$ cat config.mk
export PLATFORM = sky130hd
export DESIGN_NAME = parking_exit_sequencer_core
export DESIGN_NICKNAME = d
export VERILOG_FILES = /design/src/pes_pkg.sv /design/src/pes_cfg.sv /design/src/pes_step.sv /design/src/parking_exit_sequencer_core.sv
export SDC_FILE = /design/constraint.sdc
export NUM_CORES = 2
export LEC_CHECK = 0
export BUFFER_PORTS_ARGS = -buffer_cell sky130_fd_sc_hd__buf_2
export CORE_MARGIN = 2
export CORE_UTILIZATION = 45
export CTS_CLUSTER_DIAMETER = 120
export DETAILED_ROUTE_END_ITERATION = 6
export HOLD_SLACK_MARGIN = 0.02
export PLACE_DENSITY_LB_ADDON = 0.12
export SLEW_MARGIN = 25
export SYNTH_ARGS = -nofsm -noshare
export SYNTH_HDL_FRONTEND = slang
export SYNTH_SLANG_ARGS = --single-unit
$ cat constraint.sdc
create_clock -name clk -period 9.9 [get_ports clk]
set_input_delay 2.475 -clock clk [delete_from_list [all_inputs] [get_ports clk]]
set_output_delay 2.475 -clock clk [all_outputs]
set_load 0.02 [all_outputs]
$ cat src/pes_pkg.sv
// shared types, codes and constants of the parking exit sequencer
package pes_pkg;

  // operation codes
  localparam logic [1:0] OP_RANGE = 2'd0;
  localparam logic [1:0] OP_SPEED = 2'd1;
  localparam logic [1:0] OP_START = 2'd2;
  localparam logic [1:0] OP_TICK  = 2'd3;

  // steer commands
  localparam logic [1:0] T_STRAIGHT = 2'd0;
  localparam logic [1:0] T_LEFT     = 2'd1;
  localparam logic [1:0] T_RIGHT    = 2'd2;

  // phases
  localparam logic [2:0] PH_0    = 3'd0;
  localparam logic [2:0] PH_1    = 3'd1;
  localparam logic [2:0] PH_2    = 3'd2;
  localparam logic [2:0] PH_3    = 3'd3;
  localparam logic [2:0] PH_IDLE = 3'd4;

  // space kinds
  localparam logic [2:0] KIND_LEFT_PERP  = 3'd0;
  localparam logic [2:0] KIND_LEFT_PAR   = 3'd1;
  localparam logic [2:0] KIND_RIGHT_PERP = 3'd2;
  localparam logic [2:0] KIND_RIGHT_PAR  = 3'd3;
  localparam logic [2:0] KIND_UNKNOWN    = 3'd4;

  // register indexes
  localparam int          CFG_ADDR_W             = 3;
  localparam logic [2:0]  CFG_SPACE_KIND         = 3'd0;
  localparam logic [2:0]  CFG_FORWARD_SPEED      = 3'd1;
  localparam logic [2:0]  CFG_BACKWARD_SPEED     = 3'd2;
  localparam logic [2:0]  CFG_EXIT_DISTANCE      = 3'd3;
  localparam logic [2:0]  CFG_SEARCH_DISTANCE    = 3'd4;
  localparam logic [2:0]  CFG_BRAKE_DISTANCE     = 3'd5;
  localparam logic [2:0]  CFG_PARALLEL_CLEARANCE = 3'd6;
  localparam logic [2:0]  CFG_SPACE_LENGTH       = 3'd7;

  // sensor indexes
  localparam int         NUM_SENSORS  = 12;
  localparam logic [3:0] SENSOR_LIMIT = 4'd12;
  localparam logic [3:0] S_LF  = 4'd0;
  localparam logic [3:0] S_LB  = 4'd1;
  localparam logic [3:0] S_RF  = 4'd2;
  localparam logic [3:0] S_RB  = 4'd3;
  localparam logic [3:0] S_FL  = 4'd4;
  localparam logic [3:0] S_FCL = 4'd5;
  localparam logic [3:0] S_FCR = 4'd6;
  localparam logic [3:0] S_FR  = 4'd7;
  localparam logic [3:0] S_BL  = 4'd8;
  localparam logic [3:0] S_BCL = 4'd9;
  localparam logic [3:0] S_BCR = 4'd10;
  localparam logic [3:0] S_BR  = 4'd11;

  // fixed thresholds
  localparam logic [15:0] SPACE_WIDTH_MM  = 16'd2500;
  localparam logic [15:0] MIN_SIDE_GAP_MM = 16'd300;

  // register reset values
  localparam logic [2:0]         RST_SPACE_KIND         = KIND_UNKNOWN;
  localparam logic signed [15:0] RST_FORWARD_SPEED      = 16'sd300;
  localparam logic signed [15:0] RST_BACKWARD_SPEED     = -16'sd300;
  localparam logic [15:0]        RST_EXIT_DISTANCE      = 16'd2500;
  localparam logic [15:0]        RST_SEARCH_DISTANCE    = 16'd1500;
  localparam logic [15:0]        RST_BRAKE_DISTANCE     = 16'd300;
  localparam logic [15:0]        RST_PARALLEL_CLEARANCE = 16'd500;
  localparam logic [15:0]        RST_SPACE_LENGTH       = 16'd6000;

  typedef struct packed {
    logic [1:0]         op;
    logic [3:0]         sensor_sel;
    logic [15:0]        range_mm;
    logic signed [15:0] speed_mm_s;
    logic [15:0]        elapsed_ticks;
  } item_t;

  typedef struct packed {
    logic [1:0]         turn_cmd;
    logic signed [15:0] move_cmd;
    logic [2:0]         phase;
    logic               done_res;
    logic               bad_space;
  } res_t;

  typedef struct packed {
    logic [2:0]         space_kind;
    logic signed [15:0] forward_speed;
    logic signed [15:0] backward_speed;
    logic [15:0]        exit_distance;
    logic [15:0]        search_distance;
    logic [15:0]        brake_distance;
    logic [15:0]        parallel_clearance;
    logic [15:0]        space_length;
  } cfg_t;

endpackage

$ cat src/pes_cfg.sv
// configuration register bank
module pes_cfg (
  input  logic                            clk,
  input  logic                            rst,
  input  logic                            cfg_we,
  input  logic [pes_pkg::CFG_ADDR_W-1:0]  cfg_addr,
  input  logic [15:0]                     cfg_data,
  output pes_pkg::cfg_t                   cfg
);

  always_ff @(posedge clk) begin
    if (rst) begin
      cfg.space_kind         <= pes_pkg::RST_SPACE_KIND;
      cfg.forward_speed      <= pes_pkg::RST_FORWARD_SPEED;
      cfg.backward_speed     <= pes_pkg::RST_BACKWARD_SPEED;
      cfg.exit_distance      <= pes_pkg::RST_EXIT_DISTANCE;
      cfg.search_distance    <= pes_pkg::RST_SEARCH_DISTANCE;
      cfg.brake_distance     <= pes_pkg::RST_BRAKE_DISTANCE;
      cfg.parallel_clearance <= pes_pkg::RST_PARALLEL_CLEARANCE;
      cfg.space_length       <= pes_pkg::RST_SPACE_LENGTH;
    end else if (cfg_we) begin
      case (cfg_addr)
        pes_pkg::CFG_SPACE_KIND:         cfg.space_kind         <= cfg_data[2:0];
        pes_pkg::CFG_FORWARD_SPEED:      cfg.forward_speed      <= cfg_data;
        pes_pkg::CFG_BACKWARD_SPEED:     cfg.backward_speed     <= cfg_data;
        pes_pkg::CFG_EXIT_DISTANCE:      cfg.exit_distance      <= cfg_data;
        pes_pkg::CFG_SEARCH_DISTANCE:    cfg.search_distance    <= cfg_data;
        pes_pkg::CFG_BRAKE_DISTANCE:     cfg.brake_distance     <= cfg_data;
        pes_pkg::CFG_PARALLEL_CLEARANCE: cfg.parallel_clearance <= cfg_data;
        pes_pkg::CFG_SPACE_LENGTH:       cfg.space_length       <= cfg_data;
        default: begin
        end
      endcase
    end
  end

endmodule

$ cat src/pes_step.sv
// sequencer state and the single-pass update for one beat
module pes_step (
  input  logic           clk,
  input  logic           rst,
  input  logic           commit,
  input  pes_pkg::item_t item,
  input  pes_pkg::cfg_t  cfg,
  output pes_pkg::res_t  res
);

  logic [15:0]        range_store [pes_pkg::NUM_SENSORS];
  logic signed [31:0] travelled_mm;
  logic [2:0]         phase_reg;
  logic [1:0]         turn_reg;
  logic signed [15:0] move_reg;

  logic signed [31:0] travelled_mm_next;
  logic [2:0]         phase_reg_next;
  logic [1:0]         turn_reg_next;
  logic signed [15:0] move_reg_next;
  logic               done;
  logic               bad;

  // speed sample: floor(speed * elapsed / 1024) with saturating accumulate
  logic signed [32:0] prod;
  logic signed [32:0] inc;
  logic signed [33:0] sum;
  logic signed [31:0] sat_sum;

  assign prod = 33'(item.speed_mm_s * $signed({1'b0, item.elapsed_ticks}));
  assign inc  = prod >>> 10;
  assign sum  = {{2{travelled_mm[31]}}, travelled_mm} + {inc[32], inc};

  always_comb begin
    if (sum[33:31] == 3'b000 || sum[33:31] == 3'b111) begin
      sat_sum = sum[31:0];
    end else if (sum[33]) begin
      sat_sum = {1'b1, 31'd0};
    end else begin
      sat_sum = {1'b0, {31{1'b1}}};
    end
  end

  // side-dependent sensor taps
  logic        left;
  logic [1:0]  side;
  logic [1:0]  other;
  logic [15:0] far_rear, near_front, near_rear;
  logic [15:0] front_c, side_f, corner_f, corner_b, centre_b, guard;

  assign left       = ~cfg.space_kind[1];
  assign side       = left ? pes_pkg::T_LEFT : pes_pkg::T_RIGHT;
  assign other      = left ? pes_pkg::T_RIGHT : pes_pkg::T_LEFT;
  assign far_rear   = left ? range_store[pes_pkg::S_RB] : range_store[pes_pkg::S_LB];
  assign near_front = left ? range_store[pes_pkg::S_LF] : range_store[pes_pkg::S_RF];
  assign near_rear  = left ? range_store[pes_pkg::S_LB] : range_store[pes_pkg::S_RB];
  assign front_c    = left ? range_store[pes_pkg::S_FCR] : range_store[pes_pkg::S_FCL];
  assign side_f     = left ? range_store[pes_pkg::S_LF] : range_store[pes_pkg::S_RF];
  assign corner_f   = left ? range_store[pes_pkg::S_FL] : range_store[pes_pkg::S_FR];
  assign corner_b   = left ? range_store[pes_pkg::S_BL] : range_store[pes_pkg::S_BR];
  assign centre_b   = left ? range_store[pes_pkg::S_BCL] : range_store[pes_pkg::S_BCR];
  assign guard      = left ? range_store[pes_pkg::S_FL] : range_store[pes_pkg::S_RF];

  logic past_exit;
  logic rear_close;
  logic half_passed;

  assign past_exit  = travelled_mm > $signed({16'd0, cfg.exit_distance});
  assign rear_close = range_store[pes_pkg::S_BL]  < cfg.brake_distance
                   || range_store[pes_pkg::S_BCL] < cfg.brake_distance
                   || range_store[pes_pkg::S_BCR] < cfg.brake_distance
                   || range_store[pes_pkg::S_BR]  < cfg.brake_distance;
  assign half_passed = {centre_b, 1'b0} > {1'b0, cfg.space_length};

  always_comb begin
    travelled_mm_next = travelled_mm;
    phase_reg_next    = phase_reg;
    turn_reg_next     = turn_reg;
    move_reg_next     = move_reg;
    done              = 1'b0;
    bad               = 1'b0;
    case (item.op)
      pes_pkg::OP_SPEED: begin
        travelled_mm_next = sat_sum;
      end
      pes_pkg::OP_START: begin
        travelled_mm_next = '0;
        turn_reg_next     = pes_pkg::T_STRAIGHT;
        if (cfg.space_kind == pes_pkg::KIND_LEFT_PERP
            || cfg.space_kind == pes_pkg::KIND_RIGHT_PERP) begin
          phase_reg_next = pes_pkg::PH_0;
          move_reg_next  = cfg.forward_speed;
        end else if (cfg.space_kind == pes_pkg::KIND_LEFT_PAR
                     || cfg.space_kind == pes_pkg::KIND_RIGHT_PAR) begin
          phase_reg_next = pes_pkg::PH_0;
          move_reg_next  = cfg.backward_speed;
        end else begin
          phase_reg_next = pes_pkg::PH_IDLE;
          move_reg_next  = '0;
          bad            = 1'b1;
        end
      end
      pes_pkg::OP_TICK: begin
        if (phase_reg < pes_pkg::PH_IDLE && !cfg.space_kind[2]) begin
          if (!cfg.space_kind[0]) begin
            // perpendicular exit
            case (phase_reg)
              pes_pkg::PH_0: begin
                if (past_exit) begin
                  turn_reg_next  = side;
                  phase_reg_next = pes_pkg::PH_1;
                end
              end
              pes_pkg::PH_1: begin
                if (far_rear > cfg.search_distance) begin
                  phase_reg_next = pes_pkg::PH_2;
                end
              end
              pes_pkg::PH_2: begin
                if (near_front < cfg.search_distance
                    || (range_store[pes_pkg::S_BCL] > pes_pkg::SPACE_WIDTH_MM
                        && range_store[pes_pkg::S_BCR] > pes_pkg::SPACE_WIDTH_MM)) begin
                  move_reg_next  = '0;
                  turn_reg_next  = pes_pkg::T_STRAIGHT;
                  phase_reg_next = pes_pkg::PH_IDLE;
                  done           = 1'b1;
                end else begin
                  turn_reg_next = (near_rear < cfg.brake_distance) ? pes_pkg::T_STRAIGHT
                                                                   : side;
                end
              end
              default: begin
                // phase 3 left over from a parallel exit
                phase_reg_next = pes_pkg::PH_IDLE;
              end
            endcase
          end else begin
            // parallel exit
            case (phase_reg)
              pes_pkg::PH_0: begin
                if (front_c > cfg.parallel_clearance || rear_close) begin
                  turn_reg_next  = other;
                  move_reg_next  = cfg.forward_speed;
                  phase_reg_next = pes_pkg::PH_1;
                end
              end
              pes_pkg::PH_1: begin
                if (side_f > cfg.search_distance && corner_f > cfg.search_distance) begin
                  turn_reg_next  = pes_pkg::T_STRAIGHT;
                  move_reg_next  = cfg.forward_speed;
                  phase_reg_next = pes_pkg::PH_2;
                end else if (corner_f < cfg.brake_distance) begin
                  if (corner_b < cfg.brake_distance) begin
                    turn_reg_next = other;
                    move_reg_next = cfg.forward_speed;
                  end else begin
                    turn_reg_next = side;
                    move_reg_next = cfg.backward_speed;
                  end
                end
              end
              pes_pkg::PH_2: begin
                if (half_passed) begin
                  turn_reg_next  = side;
                  move_reg_next  = cfg.forward_speed;
                  phase_reg_next = pes_pkg::PH_3;
                end
              end
              default: begin
                if (corner_b > cfg.space_length) begin
                  move_reg_next  = '0;
                  turn_reg_next  = pes_pkg::T_STRAIGHT;
                  phase_reg_next = pes_pkg::PH_IDLE;
                  done           = 1'b1;
                end else if (guard < pes_pkg::MIN_SIDE_GAP_MM) begin
                  turn_reg_next = pes_pkg::T_STRAIGHT;
                end
              end
            endcase
          end
        end
      end
      default: begin
      end
    endcase
  end

  always_ff @(posedge clk) begin
    if (rst) begin
      for (int i = 0; i < pes_pkg::NUM_SENSORS; i++) begin
        range_store[i] <= '0;
      end
      travelled_mm <= '0;
      phase_reg    <= pes_pkg::PH_IDLE;
      turn_reg     <= pes_pkg::T_STRAIGHT;
      move_reg     <= '0;
    end else if (commit) begin
      if (item.op == pes_pkg::OP_RANGE && item.sensor_sel < pes_pkg::SENSOR_LIMIT) begin
        range_store[item.sensor_sel] <= item.range_mm;
      end
      travelled_mm <= travelled_mm_next;
      phase_reg    <= phase_reg_next;
      turn_reg     <= turn_reg_next;
      move_reg     <= move_reg_next;
    end
  end

  assign res.turn_cmd  = turn_reg_next;
  assign res.move_cmd  = move_reg_next;
  assign res.phase     = phase_reg_next;
  assign res.done_res  = done;
  assign res.bad_space = bad;

endmodule

$ cat src/parking_exit_sequencer_core.sv
// top level: input register, sequencer update, result register
// Parking exit sequencer. One result beat for every input beat, in order. The block
// takes a new beat every cycle as long as the result side keeps up; a beat waits in the
// input register, its update of ranges, distance and phase is done in one pass of logic
// and written together with its result into the result register when the beat leaves
// the input register. The whole update (one 16x17 multiply with saturating add, the
// threshold compares and the phase step) lies between the input and result registers.
// Registers are written through cfg_we, cfg_addr and cfg_data; the user must write them
// only while no beat is in flight, the block itself does not enforce this.
module parking_exit_sequencer_core (
  input  logic                            clk,
  input  logic                            rst,
  input  logic                            item_valid,
  output logic                            item_stall,
  input  pes_pkg::item_t                  item,
  output logic                            res_valid,
  input  logic                            res_stall,
  output pes_pkg::res_t                   res,
  input  logic                            cfg_we,
  input  logic [pes_pkg::CFG_ADDR_W-1:0]  cfg_addr,
  input  logic [15:0]                     cfg_data
);

  pes_pkg::cfg_t  cfg;
  pes_pkg::item_t item_q;
  pes_pkg::res_t  step_res;
  logic           item_q_valid;
  logic           advance;

  // the held beat moves on when the result register is free or being emptied
  assign advance    = item_q_valid && (!res_valid || !res_stall);
  assign item_stall = item_q_valid && !advance;

  pes_cfg u_cfg (
    .clk      (clk),
    .rst      (rst),
    .cfg_we   (cfg_we),
    .cfg_addr (cfg_addr),
    .cfg_data (cfg_data),
    .cfg      (cfg)
  );

  pes_step u_step (
    .clk    (clk),
    .rst    (rst),
    .commit (advance),
    .item   (item_q),
    .cfg    (cfg),
    .res    (step_res)
  );

  always_ff @(posedge clk) begin
    if (rst) begin
      item_q_valid <= 1'b0;
    end else if (!item_stall) begin
      item_q_valid <= item_valid;
    end
  end

  always_ff @(posedge clk) begin
    if (!item_stall && item_valid) begin
      item_q <= item;
    end
  end

  always_ff @(posedge clk) begin
    if (rst) begin
      res_valid <= 1'b0;
    end else if (advance) begin
      res_valid <= 1'b1;
    end else if (!res_stall) begin
      res_valid <= 1'b0;
    end
  end

  always_ff @(posedge clk) begin
    if (advance) begin
      res <= step_res;
    end
  end

`ifndef ASSERT_OFF
  a_stall_only_when_full: assert property (@(posedge clk) disable iff (rst)
    item_stall |-> item_q_valid && res_valid)
    else $error("input stalled without a held beat");

  a_done_goes_idle: assert property (@(posedge clk) disable iff (rst)
    res_valid && res.done_res |-> res.phase == pes_pkg::PH_IDLE && res.move_cmd == '0
                                  && !res.bad_space)
    else $error("finishing beat not idle with stopped move");

  a_bad_start_idle: assert property (@(posedge clk) disable iff (rst)
    res_valid && res.bad_space |-> res.phase == pes_pkg::PH_IDLE && res.move_cmd == '0
                                   && res.turn_cmd == pes_pkg::T_STRAIGHT)
    else $error("bad start did not go idle");

  a_step_loads_result: assert property (@(posedge clk) disable iff (rst)
    advance |=> res_valid)
    else $error("committed beat produced no result");
`endif

endmodule

==> results.md <==
* Status: completed
* GRT busiest layer: met2
* Mapped cell area at 0.0330 mm²
* CTS tree: built
* Synth-to-layout area growth at 9.83%
* DR vias at 24,222
* Reg-to-reg setup timing slack at 0.62 ns
* Post-synth top area share at 24.5%
* Biggest register: u_step.range_store
* Post-CTS sizing at 0
* Synth Net Count at 3,936
* Die Wd at 275 µm
* Final min period at between 9 and 10 ns
* Crit-path max cell delay at 0.75 ns
* Worst Setup End Kind: register
* Max frequency at ~110 MHz
* Comb power frac at 59.8%
* P_int at 5.87 mW
* Period utilization at 93.7%
* Final setup vio count at 0
* Post-synth EDFFs at 269
* Sw Share at 43.5%
* Sequential cell area fraction in the yosys report at 34.8%
* Max FFs per register at 192
* Die footprint at about 0.075 mm²
* Port Buf Inserts at 102
* Max_cap viols at 0
* Final Skew at 0.0337 ns
* Min-delay worst type: reg2reg
* Unrepaired setup endpoints after global routing: false
* RePlAce Congestion at 0.884
* Pre-antenna DRT Iters at 5
* Final hold vios at 0
* Num rows at 99
* IO Pins at 103
* Mapped Cells at 3,293
* Synth cell count leaders: nand2_1, ha_1, inv_1
* Post-DR vias/cell at about 5.6
* R2R cell count at 31
* Post-CTS Hold Fix Bufs at 0
* Max Root-Sink Buffers at 3
* Slowest CP cell: edfxtp_1
* Clk root buf: clkbuf_16
* Ys async rst share at 0%
* FF-to-FF Start: item_q[5]
* Startpoint Class: register
* Endpoint, Worst Hold: u_cfg.cfg[105]
* Routed Antenna Nets at 0
* Hold Crit Start: u_cfg.cfg[105]
* Biggest regs: u_step.range_store x192, u_cfg.cfg x115, item_q x54
* Yosys cell types at 86
* Initial antenna violation count at 3
* First-pass GRT wire length at 144,000 µm
* Routed len/inst at 21.5 µm
* Setup CP Type: reg2reg
* Sw power at 4.52 mW
* H-tree depth at 2
* Dominant synthesized flop cell: edfxtp_1
* Initial drt markers at 1,722
* Worst rel slew slack at approximately 28%
* Leakage power at 16.1 nW
* Setup TNS at 0 ns
* Main area contributors after synthesis: edfxtp_1, ha_1, fa_1
* Reg clk slew, reported paths at roughly 0.06 ns
* CTS buffer count at 53
* Met2 Use GR at 41.8%
* Peak supply drop at roughly 0.49 mV
* Clock share of power at 19.4%
* Hold Path Depth at 2
* Final Max Tran Viols at 0
* WP data arrival at slightly below 10 ns
* Syn. warnings at 0
* Met3 Usage GRT at 3.47%
* Syn Area/Cell at between 10 and 15 µm²
* Synth area leader: edfxtp_1
* Most numerous cell in the Yosys netlist: nand2_1
* Grt total ovfl at 0
* Cell mode on critical path: fa_1
* Total wire length at 93,300 µm
* Total GRT Usage at between 20% and 30%
* Nets at 3,986
* Die height at 275 µm
* HPWL after detailed placement at 69,900 µm
* Setup Buffers After CTS at 0
* Core Util, Final at 49.8%
* Worst-Skew Late Latency at about 0.63 ns
* Power per cell area at 287 mW/mm²
* CP Max Fanout at 19
* Slew @ Worst Pin at 1.06 ns
* Reg2Reg Capture Point: u_step.travelled_mm[2]
* Clock sinks at 439
* Starting Density at between 40% and 50%
* DR DRC count at 0
* Core Area at 0.0727 mm²
* Vias in the first global route at between 20,000 and 25,000
* Sequential power share at 20.8%
* CP required at 10.38 ns
* Fraction of layout instances using a drive strength above 1 at 11.1%
* M1 GR Usage at between 30 and 40%
* Largest net degree at the start of global routing at between 60 and 70
* Synth Register Bits at about 440
## layout make-up
class                   count  area (µm²)
fillers                  6740       36500
well taps                 959        1200
flip-flops and latches    439       11500
clock buffers              68        1470
clock inverters            31         335
diodes                      1        2.50
multi-input cells        2365       19700
inverters                 354        1330
repair buffers            130         723
## placed cells by master (no fill, tap or decap), types with 71 or more instances in the layout
cell,instances
nand2_1,385
ha_1,371
inv_1,352
and2_1,313
edfxtp_1,269
fa_1,194
a21oi_1,175
dfxtp_1,169
nor2_1,113
mux2_2,104
buf_2,101
a21o_1,71
## through the flow
| stage | instance area, µm² | total power [mW] | setup WS (ns) | hold WS [ns] | cells |
|---|---|---|---|---|---|
| final | 36200 | 10.4 | 0.624 | 0.453 | 4347 |
| after global routing | 36200 | 11.4 | 0.0417 | 0.471 | 4346 |
| after CTS | 36200 | 10.5 | 0.603 | 0.455 | 4346 |
| after detailed placement | 34400 | 8.43 | 0.655 | 0.446 | 4247 |
| after global placement | 34400 | 8.36 | 0.812 | 0.442 | 4247 |
| after floorplan | 33000 | 7.03 | 1.44 | 0.436 | 3293 |
## layer usage
| layer | up-vias | wire length (µm) |
|---|---|---|
| met5 | - | 0 |
| met4 | 0 | 2270 |
| met3 | 124 | 5040 |
| met2 | 562 | 44600 |
| met1 | 12102 | 41400 |
| li1 | 11434 | - |
## kinds of logic (layout without fill, tap and decap cells)
kind of cell,count (synthesis),after routing,share of synthesized area [%]
AND/OR/NAND/NOR,1070,1070,16.4
adder cells (fa/ha/maj),567,567,25.9
AO/OA/AOI/OAI,558,558,11.8
buffers and inverters,489,583,5.66
flip-flops,439,439,34.8
multiplexers,121,121,4.07
XOR/XNOR,49,49,1.30
other,0,1,0
## worst max-delay path, delay by kind of cell, from the launching register on
family          cells  cell delay [ns]
compound gates     11             2.42
xor+xnor            2             0.55
buf+inv             4             0.37
flops               1             0.75
simple gates        6             1.24
fa+ha+maj           8             3.83
## power groups by stage
stage               logic [mW]  registers, mW  clock network [mW]
detailed placement        6.23           2.20                   0
finish                    6.21           2.16                2.02
CTS                       6.28           2.16                2.06
global route              7.10           2.17                2.13
global placement          6.17           2.19                   0
floorplan                 4.91           2.12                   0
## worst max-delay path by stage
stage / start / to / slack (ns) / depth (start not counted)
floorplan: item_q[31] / u_step.travelled_mm[15] / 1.44 / 31
global placement: item_q[5] / u_step.travelled_mm[8] / 0.81 / 32
detailed placement: item_q[8] / u_step.travelled_mm[27] / 0.65 / 31
CTS: item_q[8] / u_step.travelled_mm[2] / 0.60 / 31
global route: item_q[31] / u_step.travelled_mm[27] / 0.04 / 31
finish: item_q[5] / u_step.travelled_mm[2] / 0.62 / 31
(Power assumes the default switching activity.)
